==> src/hw/rtl/hfs_pkg.sv <==
// Package for the HMM forward scorer: sizes, item codes, command and status types.
// No dependencies.
package hfs_pkg;
	localparam int NUM_STATES  = 16;
	localparam int NUM_SYMBOLS = 64;
	localparam int PROB_BITS   = 16;
	localparam int SW = $clog2(NUM_STATES);
	localparam int YW = $clog2(NUM_SYMBOLS);
	localparam int SUMW = PROB_BITS + SW + 1;
	localparam int LN2_Q16 = 45426;

	localparam logic [1:0] KIND_INIT  = 2'd0;
	localparam logic [1:0] KIND_TRANS = 2'd1;
	localparam logic [1:0] KIND_EMIT  = 2'd2;
	localparam logic [1:0] KIND_OBS   = 2'd3;

	localparam logic [1:0] ST_WRITE = 2'd0;
	localparam logic [1:0] ST_SCORE = 2'd1;
	localparam logic [1:0] ST_ZERO  = 2'd2;

	typedef struct packed {
		logic [1:0] kind;
		logic [3:0] row;
		logic [5:0] col;
		logic [15:0] prob;
		logic [5:0] symbol;
		logic start_req;
	} in_item_t;

	typedef struct packed {
		logic [31:0] log_prob;
		logic [1:0]  status;
		logic [15:0] time_index;
	} out_item_t;

	// Controller to datapath.
	typedef struct packed {
		logic        write_tbl;    // table write of the latched item
		logic        clr_acc;      // start phase of a term
		logic        mac;          // accumulate one transition product
		logic        fin_pred;     // saturate sum (init value on restart), weight by emission, store u[j]
		logic [SW-1:0] i;
		logic [SW-1:0] j;
		logic        div_start;
		logic        div_store;    // write quotient into vector entry j
		logic        ln_start;
		logic        commit;       // update counters/log with results
		logic        zero_commit;
		logic        restart;
	} cmd_t;

	typedef struct packed {
		logic div_done;
		logic ln_done;
		logic scale_zero;
	} stat_t;
endpackage

==> src/hw/rtl/hfs_ctrl.sv <==
// Controller: sequences table writes, MAC sweep, division and log per item.
// Depends on hfs_pkg.
module hfs_ctrl import hfs_pkg::*; (
	input  logic     clk,
	input  logic     arst_n,
	input  in_item_t item,
	input  logic     go,
	input  logic     out_taken,
	input  stat_t    st,
	output cmd_t     cmd,
	output logic     busy,
	output logic     out_valid
);
	localparam logic [3:0] S_IDLE = 4'd0, S_WR = 4'd1, S_RD = 4'd2, S_MAC = 4'd3,
		S_FIN = 4'd4, S_CHK = 4'd5, S_DST = 4'd6, S_DWT = 4'd7, S_LN = 4'd8,
		S_LNW = 4'd9, S_OUT = 4'd10, S_WRD = 4'd11;
	logic [3:0] state_q;
	logic [SW-1:0] i_q, j_q;
	logic restart_q, started_q, ovalid_q;
	logic last_i, last_j;
	assign last_i = (i_q == SW'(NUM_STATES-1));
	assign last_j = (j_q == SW'(NUM_STATES-1));

	always_ff @(posedge clk or negedge arst_n) begin
		if (!arst_n) begin
			state_q <= S_IDLE;
			i_q <= '0;
			j_q <= '0;
			restart_q <= 1'b0;
			started_q <= 1'b0;
			ovalid_q <= 1'b0;
		end else begin
			if (out_taken) ovalid_q <= 1'b0;
			unique case (state_q)
				S_IDLE: if (go) begin
					i_q <= '0;
					j_q <= '0;
					if (item.kind == KIND_OBS) begin
						restart_q <= item.start_req || !started_q;
						started_q <= 1'b1;
						state_q <= S_RD;
					end else state_q <= S_WR;
				end
				S_WR: state_q <= S_WRD;
				S_WRD: begin
					ovalid_q <= 1'b1;
					state_q <= S_IDLE;
				end
				S_RD: state_q <= restart_q ? S_FIN : S_MAC;
				S_MAC: begin
					i_q <= i_q + SW'(1);
					if (last_i) state_q <= S_FIN;
				end
				S_FIN: begin
					i_q <= '0;
					if (last_j) begin
						j_q <= '0;
						state_q <= S_CHK;
					end else begin
						j_q <= j_q + SW'(1);
						state_q <= S_RD;
					end
				end
				S_CHK: state_q <= st.scale_zero ? S_OUT : S_DST;
				S_DST: state_q <= S_DWT;
				S_DWT: if (st.div_done) begin
					if (last_j) state_q <= S_LN;
					else begin
						j_q <= j_q + SW'(1);
						state_q <= S_DST;
					end
				end
				S_LN: state_q <= S_LNW;
				S_LNW: if (st.ln_done) state_q <= S_OUT;
				S_OUT: begin
					ovalid_q <= 1'b1;
					state_q <= S_IDLE;
				end
				default: state_q <= S_IDLE;
			endcase
		end
	end

	always_comb begin
		cmd = '0;
		cmd.i = i_q;
		cmd.j = j_q;
		cmd.restart = restart_q;
		cmd.write_tbl = (state_q == S_WR);
		cmd.clr_acc = (state_q == S_RD);
		cmd.mac = (state_q == S_MAC);
		cmd.fin_pred = (state_q == S_FIN);
		cmd.div_start = (state_q == S_DST);
		cmd.div_store = (state_q == S_DWT) && st.div_done;
		cmd.ln_start = (state_q == S_LN);
		cmd.commit = (state_q == S_LNW) && st.ln_done;
		cmd.zero_commit = (state_q == S_CHK) && st.scale_zero;
	end
	assign busy = (state_q != S_IDLE) || ovalid_q;
	assign out_valid = ovalid_q;
endmodule

==> config.mk <==
export PLATFORM = sky130hd
export DESIGN_NAME = hfs_ctrl
export DESIGN_NICKNAME = d
export VERILOG_FILES = /design/src/hw/rtl/hfs_pkg.sv /design/src/hw/rtl/hfs_ctrl.sv
export SDC_FILE = /design/constraint.sdc
export NUM_CORES = 1
export LEC_CHECK = 0
export ABC_AREA = 1
export ABC_CLOCK_PERIOD_IN_PS = 1800
export BUFFER_PORTS_ARGS = -buffer_cell sky130_fd_sc_hd__buf_2
export CORE_MARGIN = 5
export CORE_UTILIZATION = 44
export CTS_BUF_LIST = sky130_fd_sc_hd__clkbuf_8
export DETAILED_ROUTE_END_ITERATION = 8
export GPL_TIMING_DRIVEN = 0
export PLACE_DENSITY_LB_ADDON = 0.12
export SLEW_MARGIN = 20
export SYNTH_ARGS = -nofsm -noshare
export SYNTH_HDL_FRONTEND = slang
export SYNTH_SLANG_ARGS = --single-unit
export TNS_END_PERCENT = 1
==> constraint.sdc <==
create_clock -name clk -period 1.8 [get_ports clk]
set_input_delay 0 -clock clk [delete_from_list [all_inputs] [get_ports clk]]
set_output_delay 0 -clock clk [all_outputs]
set_load 0.1 [all_outputs]
==> results_dict.tcl, run 1 <==
set metrics [dict create \
    die-height_um 58.1 \
    dp_cells 212 \
    ys_seq_elements 15 \
    critPathBufInv 2 \
    hold_class "primary input to flip-flop" \
    syn_inst 155 \
    synth_area_um2 1020 \
    drv_slew 0 \
    start_util_pct 46.1 \
    fp-row-count 17 \
    layout_commonest_cell "nand2_1" \
    fin_tns_setup_ns 0 \
    die_area_um2 3380 \
    io_pins 62 \
    fin_ws_ns 0.123 \
    first_global_vias 1013 \
    cts_root_buf "clkbuf_8" \
    syn_avg_cell_area_um2 6.58 \
    max_freq_ghz 0.596 \
    final.period_utilization_pct 93.2 \
    postLayoutCoreUtil_pct 58.3 \
    grt_pass1_wl_mm 4.36 \
    diodes 0 \
    grt-ovfl-total 0 \
    seq_power_share_pct 21.0 \
    htreeDepth 1 \
    drive_above_1_share_pct 25.1 \
    drt_iter0_drc 26 \
    power_mw 2.65 \
    ant_nets 0 \
    syn_nets 199 \
    most-common-layout-cells "nand2_1, buf_2, inv_1" \
    status "complete, no violations" \
    arrival_ns 1.68 \
    worst_slew_pin_slew_ns 0.490 \
    clock_tree.buffer_depth 2 \
    critical_path.top_delay_family "simple AND/OR/NAND/NOR gates" \
    r2r_setup_slack_ns 0.27 \
    seq_area_frac_synth_pct 36.8 \
    worstSetupStartpointType "flip-flop" \
    power_report.internal_total_mw 0.950 \
    whs_ns 0.0797 \
    numCtsBuffers 3 \
    die_w_um 58.1 \
    crit_type "flip-flop to output pin" \
    finalSetupViolations 0 \
    avgRoutedWirePerCell_um 11.4 \
    period_needed_ns 1.68 \
    powerDensity_nw_per_um2 2050 \
    path_clk_slew_ns 0.07 \
    area_growth_pct 26.4 \
    grt_usage_pct 16.3 \
    fin_cells 219 \
    relSlewSlack_pct 67.6 \
    yosysUniqueCellTypes 20 \
    max_stage_delay_ns 0.45 \
    hold_viol_final 0 \
    vias 1062 \
    vias_per_cell 4.85 \
    grt_setup_unrepaired "yes" \
    cts_tree "built" \
    port_buffers 29 \
    dp_slack_ns 0.289 \
    routed_wl_mm 2.49 \
    placed_area_um2 1200 \
    crit_path_end_kind "output pin" \
    yosysWarnings 0 \
    finClkSkew_ns 0.00379 \
    maxCapViolations 0 \
    pwr-share-comb_pct 68.5 \
    leakage_nw 0.786 \
    crit_fanout 7 \
    finalInstanceArea_um2 1290 \
    post-route-drc-count 0 \
    core_area_um2 2210 \
    swShare_pct 64.1 \
    p_clk_share_pct 10.5 \
    hpwl_mm 2.02 \
    antenna_found_initial 0 \
    switchingPower_mw 1.70 \
    cts_sinks 15 \
    grt_max_degree 16 \
    layout.nets 236 \
    gp_congestion 0.837 \
    clk_latency_ns 0.25 \
    cp_slowest_cell "dfrtp_1" \
    cp.required_ns 1.80 \
    first_pass_iters 4 \
    peakVddDrop_v 0.00170 \
    crit_chain "nor2_1 > nand2_1 > inv_1 > clkbuf_4" \
]
## metal layers
metal | vias to the layer above | track usage, % | routed length (um)
met5 | - | 0 | 0
met4 | 0 | 3.97 | 18
met3 | 2 | 2.90 | 164
met2 | 28 | 28.5 | 1210
met1 | 476 | 20.7 | 1100
li1 | 556 | - | -
## tightest hold or removal path, cell delays in order
cell,delay (ns)
buf_2,0.10
inv_1,0.08
o21ai_0,0.10
## power groups by stage
stage / clock network, mW / registers, mW / logic (mW)
3_3_place_gp: 0 / 0.555 / 1.79
4_1_cts: 0.282 / 0.556 / 1.82
6_report: 0.277 / 0.557 / 1.81
5_1_grt: 0.301 / 0.577 / 1.96
2_1_floorplan: 0 / 0.872 / 1.19
3_5_place_dp: 0 / 0.562 / 1.81
## worst paths after layout
| check | from | to | cells after the start |
|---|---|---|---|
| worst max-delay path | state_q[0]$_DFFE_PN0P_ | cmd[14] | 4 |
| max in group asynchronous | arst_n | state_q[2]$_DFFE_PN0P_ | 2 |
| worst max register to register | j_q[0]$_DFFE_PN0P_ | j_q[2]$_DFFE_PN0P_ | 9 |
| min in group asynchronous | arst_n | i_q[2]$_DFFE_PN0P_ | 2 |
| worst min-delay path | go | started_q$_DFFE_PN0P_ | 3 |
| worst min register to register | started_q$_DFFE_PN0P_ | started_q$_DFFE_PN0P_ | 2 |
## repair_timing
item,in CTS,in global routing
setup endpoints to repair,0,4
setup buffers,0,0
hold buffers,3,0
gates resized for setup,0,3
endpoints found under the hold margin,17,0
## kinds of logic (layout without fill, tap and decap cells)
logic type	Yosys count	count (layout)	synth area share [%]
adder cells (fa/ha/maj)	2	2	2.45
buffers and inverters	23	59	8.83
AO/OA/AOI/OAI	12	12	6.13
XOR/XNOR	2	2	1.72
AND/OR/NAND/NOR	101	101	44.0
flip-flops	15	15	36.8
## flip-flops by register name, summed over array words and instances (netlist names)
| register | count |
|---|---|
| i_q | 4 |
| j_q | 4 |
| state_q | 4 |
| out_valid | 1 |
| restart_q | 1 |
| started_q | 1 |
## final cells by class
| class | count | area, um^2 |
|---|---|---|
| Buffer | 1 | 7.51 |
| Sequential cell | 15 | 375 |
| Clock buffer | 3 | 41.3 |
| Clock inverter | 1 | 5.00 |
| Timing Repair Buffer | 32 | 183 |
| Tap cell | 28 | 35.0 |
| Fill cell | 224 | 923 |
| Inverter | 22 | 82.6 |
| Multi-Input combinational cell | 117 | 559 |
## cells in the mapped netlist
library cell / n / area [um^2]
o21ai_1: 1 / 5.00
o21ai_0: 7 / 35.0
a21oi_1: 3 / 15.0
nand2_1: 52 / 195
nand3b_1: 1 / 7.51
xnor2_1: 1 / 8.76
nor2_4: 3 / 33.8
nand4_1: 2 / 12.5
xor2_1: 1 / 8.76
inv_2: 1 / 3.75
buf_4: 1 / 7.51
nor2_2: 3 / 18.8
ha_1: 2 / 25.0
inv_1: 21 / 78.8
or2_2: 1 / 6.26
o211ai_1: 1 / 7.51
nand3_1: 15 / 75.1
dfrtp_1: 15 / 375
nand2_2: 4 / 25.0
nor2_1: 20 / 75.1
Power figures use the tool's default switching activity.
==> run 2, diff against run 1 <==
Settings changed: CELL_PAD_IN_SITES_DETAIL_PLACEMENT from default to 1, CELL_PAD_IN_SITES_GLOBAL_PLACEMENT from default to 2, CORE_UTILIZATION 44 to 21.
==> run 2 against run 1 <==
Effect of this change: die area is 88% higher; final area rose by 3.8%; global-route usage is 5.6 points lower; maximum frequency is 2.6% lower; highest routed layer unchanged.
==> results_dict.tcl, run 2 (same netlist as run 1, synthesis figures left out) <==
set metrics [dict create \
    cp.required_ns 1.80 \
    grt_max_degree 16 \
    gp_congestion 0.783 \
    seq_power_share_pct 20.9 \
    cts_tree "built" \
    peakVddDrop_v 0.000931 \
    fin_cells 258 \
    first_pass_iters 3 \
    leakage_nw 0.787 \
    worst_slew_pin_slew_ns 0.491 \
    layout.nets 236 \
    core_area_um2 4720 \
    antenna_found_initial 0 \
    clk_latency_ns 0.25 \
    worstSetupStartpointType "flip-flop" \
    relSlewSlack_pct 67.5 \
    finClkSkew_ns 0.00258 \
    grt_usage_pct 10.7 \
    fp-row-count 25 \
    top_regs "i_q x4, j_q x4, state_q x4" \
    ant_nets 0 \
    status "complete, no violations" \
    p_clk_share_pct 10.7 \
    vias 1055 \
    most-common-layout-cells "nand2_1, buf_2, inv_1" \
    maxCapViolations 0 \
    area_growth_pct 31.2 \
    crit_path_end_kind "output pin" \
    hold_viol_final 0 \
    final.period_utilization_pct 95.7 \
    die-height_um 79.7 \
    clock_tree.buffer_depth 2 \
    nFillCells 610 \
    avgRoutedWirePerCell_um 11.9 \
    io_pins 62 \
    grt-ovfl-total 0 \
    critPathBufInv 2 \
    layout_commonest_cell "nand2_1" \
    max_stage_delay_ns 0.45 \
    diodes 0 \
    path_clk_slew_ns 0.07 \
    hold_class "primary input to flip-flop" \
    finalSetupViolations 0 \
    cts_setup_buffers 0 \
    cts_root_buf "clkbuf_8" \
    first_global_vias 1128 \
    hpwl_mm 2.60 \
    arrival_ns 1.72 \
    cp_slowest_cell "dfrtp_1" \
    power_report.internal_total_mw 0.951 \
    htreeDepth 1 \
    cts_sinks 15 \
    power_mw 2.68 \
    drt_iter0_drc 18 \
    start_util_pct 21.6 \
    crit_chain "nor2_1 > nand2_1 > inv_1 > buf_4" \
    dp_cells 251 \
    grt_setup_unrepaired "yes" \
    vias_per_cell 4.09 \
    crit_fanout 7 \
    drive_above_1_share_pct 25.1 \
    die_area_um2 6350 \
    port_buffers 29 \
    grt_pass1_wl_mm 5.29 \
    period_needed_ns 1.72 \
    powerDensity_nw_per_um2 2000 \
    pwr-share-comb_pct 68.4 \
    post-route-drc-count 0 \
    max_freq_ghz 0.581 \
    critical_path.top_delay_family "simple AND/OR/NAND/NOR gates" \
    swShare_pct 64.5 \
    numCtsBuffers 3 \
    switchingPower_mw 1.73 \
    die_w_um 79.7 \
    drv_slew 0 \
    crit_type "flip-flop to output pin" \
    routed_wl_mm 3.08 \
]
run 2: repair_timing:
item / 4_1_cts / 5_1_grt
setup endpoints to repair: 3 / 4
endpoints found under the hold margin: 17 / 0
hold buffers: 3 / 0
resized for setup: 3 / 0
pin swaps: 0 / 0
run 2: layer usage:
layer  GRT usage [%]  up-vias  wire [um]
li1                -      552          -
met1            13.9      485       1490
met2            17.9       16       1470
met3            1.69        2        109
met4            3.61        0         15
met5               0        -          0
run 2: cell type report:
class / count / area [um^2] / area share [%]
clock buffers: 3 / 41.3 / 3.09
multi-input cells: 117 / 559 / 41.8
plain buffers: 1 / 7.51 / 0.561
flip-flops and latches: 15 / 375 / 28.1
clock inverters: 1 / 5.00 / 0.374
repair buffers: 32 / 183 / 13.7
inverters: 22 / 82.6 / 6.17
well taps: 67 / 83.8 / 6.27
run 2: final timing paths:
| path | startpoint | endpoint | slack [ns] | cells past startpoint |
|---|---|---|---|---|
| min in group asynchronous | arst_n | i_q[2]$_DFFE_PN0P_ | 0.19 | 2 |
| hold reg to reg | started_q$_DFFE_PN0P_ | started_q$_DFFE_PN0P_ | 0.47 | 2 |
| setup / recovery | state_q[0]$_DFFE_PN0P_ | cmd[14] | 0.08 | 4 |
| hold / removal | go | started_q$_DFFE_PN0P_ | 0.07 | 3 |
| setup reg to reg | j_q[0]$_DFFE_PN0P_ | j_q[2]$_DFFE_PN0P_ | 0.26 | 9 |
| max in group asynchronous | arst_n | j_q[2]$_DFFE_PN0P_ | 1.34 | 2 |
run 2: stage by stage:
stage	util (%)	instance area [um^2]	setup TNS (ns)	hold WS, ns	worst slack [ns]
after CTS	28.3	1340	0	0.0577	0.0609
after global placement	26.5	1250	0	-0.0606	0.169
after global routing	28.3	1340	-0.285	0.0741	-0.0892
after detailed placement	26.5	1250	0	-0.0588	0.213
final	28.3	1340	0	0.0679	0.0782
after floorplan	-	1020	-1.44	-0.296	-0.161
run 2: power groups by stage:
stage	sequential, mW	clock, mW	combinational, mW
2_1_floorplan	0.872	0	1.19
3_3_place_gp	0.563	0	1.85
3_5_place_dp	0.567	0	1.85
4_1_cts	0.561	0.298	1.87
5_1_grt	0.576	0.313	1.99
6_report	0.560	0.286	1.83
run 2: tightest hold or removal path, delay by kind of cell:
kind	cells	cell delay (ns)
buffers and inverters	2	0.18
AO/OA/AOI/OAI	1	0.09
==> run 3, diff against run 2 <==
Settings changed: RECOVER_POWER from default to 100.
==> run 3 against run 2 <==
Effect of this change: critical path depth did not move; clock skew barely moved; worst hold slack barely moved; critical path type unchanged.
==> results_dict.tcl, run 3 (same netlist as run 1, synthesis figures left out) <==
set metrics [dict create \
    maxCapViolations 0 \
    ant_nets 0 \
    vias 1057 \
    drive_above_1_share_pct 23.6 \
    critical_path.top_delay_family "simple AND/OR/NAND/NOR gates" \
    r2r_setup_slack_ns 0.26 \
    die_area_um2 6350 \
    whs_ns 0.0679 \
    cts_tree "built" \
    die-height_um 79.7 \
    finalSetupViolations 0 \
    crit_fanout 7 \
    max_stage_delay_ns 0.45 \
    clock_tree.buffer_depth 2 \
    worstReg2RegEnd "j_q[2]$_DFFE_PN0P_" \
    layout_commonest_cell "nand2_1" \
    grt_max_degree 16 \
    crit_path_start "state_q[0]$_DFFE_PN0P_" \
    vias_per_cell 4.10 \
    core_area_um2 4720 \
    grt_pass1_wl_mm 5.29 \
    powerDensity_nw_per_um2 2010 \
    cts_setup_buffers 0 \
    layout.nets 236 \
    arrival_ns 1.72 \
    port_buffers 29 \
    fin_ws_ns 0.0783 \
    grt_setup_unrepaired "yes" \
    multi_input_area_um2 559 \
    crit_type "flip-flop to output pin" \
    hpwl_mm 2.60 \
    placed_area_um2 1250 \
    drv_slew 0 \
    final.period_utilization_pct 95.7 \
    path_clk_slew_ns 0.07 \
    cts_sinks 15 \
    dp_slack_ns 0.213 \
    cp_slowest_cell "dfrtp_1" \
    r2r_cells 9 \
    most-common-layout-cells "nand2_1, inv_1, nor2_1" \
    crit_chain "nor2_1 > nand2_1 > inv_1 > buf_4" \
    cts_root_buf "clkbuf_8" \
    peakVddDrop_v 0.000927 \
    postLayoutCoreUtil_pct 28.2 \
    dp_cells 251 \
    numCtsBuffers 3 \
    relSlewSlack_pct 22.9 \
    gp_congestion 0.783 \
    crit_path_end_kind "output pin" \
    post-route-drc-count 0 \
    leakage_nw 0.770 \
    grt_usage_pct 10.7 \
    hold_viol_final 0 \
    r2r_start "j_q[0]$_DFFE_PN0P_" \
    worstSetupStartpointType "flip-flop" \
    fin_cells 258 \
    finClkSkew_ns 0.00279 \
    cp.required_ns 1.80 \
    seq_area_um2 375 \
    power_mw 2.68 \
    crit_end "cmd[14]" \
    drt_iter0_drc 24 \
    first_pass_iters 3 \
    fp-row-count 25 \
    htreeDepth 1 \
    grt-ovfl-total 0 \
    start_util_pct 21.6 \
    status "complete, no violations" \
    worst_slew_pin_slew_ns 1.16 \
    io_pins 62 \
    critPathBufInv 2 \
    diodes 0 \
    nFillCells 613 \
    clk_latency_ns 0.25 \
    antenna_found_initial 0 \
    period_needed_ns 1.72 \
    top_regs "i_q x4, j_q x4, state_q x4" \
    routed_wl_mm 3.06 \
    die_w_um 79.7 \
    first_global_vias 1128 \
    avgRoutedWirePerCell_um 11.9 \
    hold_class "primary input to flip-flop" \
    path_depth 4 \
    fin_tns_setup_ns 0 \
    finalInstanceArea_um2 1330 \
    max_freq_ghz 0.581 \
    area_growth_pct 30.8 \
]
run 3: how the worst min path moves through the flow:
| stage | startpoint | end | slack, ns | depth (start not counted) |
|---|---|---|---|---|
| floorplan | arst_n | i_q[0]$_DFFE_PN0P_ | -0.30 | 0 |
| global placement | arst_n | i_q[1]$_DFFE_PN0P_ | -0.06 | 1 |
| detailed placement | arst_n | i_q[2]$_DFFE_PN0P_ | -0.06 | 1 |
| CTS | go | started_q$_DFFE_PN0P_ | 0.06 | 3 |
| global route | go | started_q$_DFFE_PN0P_ | 0.07 | 3 |
| finish | go | started_q$_DFFE_PN0P_ | 0.07 | 3 |
run 3: power breakdown:
group | internal, mW | total, mW | switching (mW)
registers | 0.436 | 0.562 | 0.126
clock network | 0.153 | 0.285 | 0.132
logic | 0.356 | 1.83 | 1.47
run 3: repair_timing:
action	CTS	global route
resized for setup	3	0
setup endpoints to repair	3	4
hold endpoints to repair	17	0
hold buffers	3	0
run 3: layout make-up:
class	count	area share, %
Clock inverter	1	0.375
Buffer	1	0.563
Timing Repair Buffer	32	13.4
Clock buffer	3	3.10
Inverter	22	6.19
Multi-Input combinational cell	117	41.9
Tap cell	67	6.29
Sequential cell	15	28.1
run 3: tightest hold or removal path, delay by kind of cell:
family / cells / cell delay (ns)
AO/OA/AOI/OAI: 1 / 0.09
buffers and inverters: 2 / 0.18
run 3: layer usage:
| metal | vias to the layer above | wire [um] | track usage (%) |
|---|---|---|---|
| met2 | 16 | 1470 | 17.9 |
| met3 | 2 | 108 | 1.69 |
| li1 | 552 | - | - |
| met4 | 0 | 15 | 3.61 |
| met5 | - | 0 | 0 |
| met1 | 487 | 1470 | 13.9 |
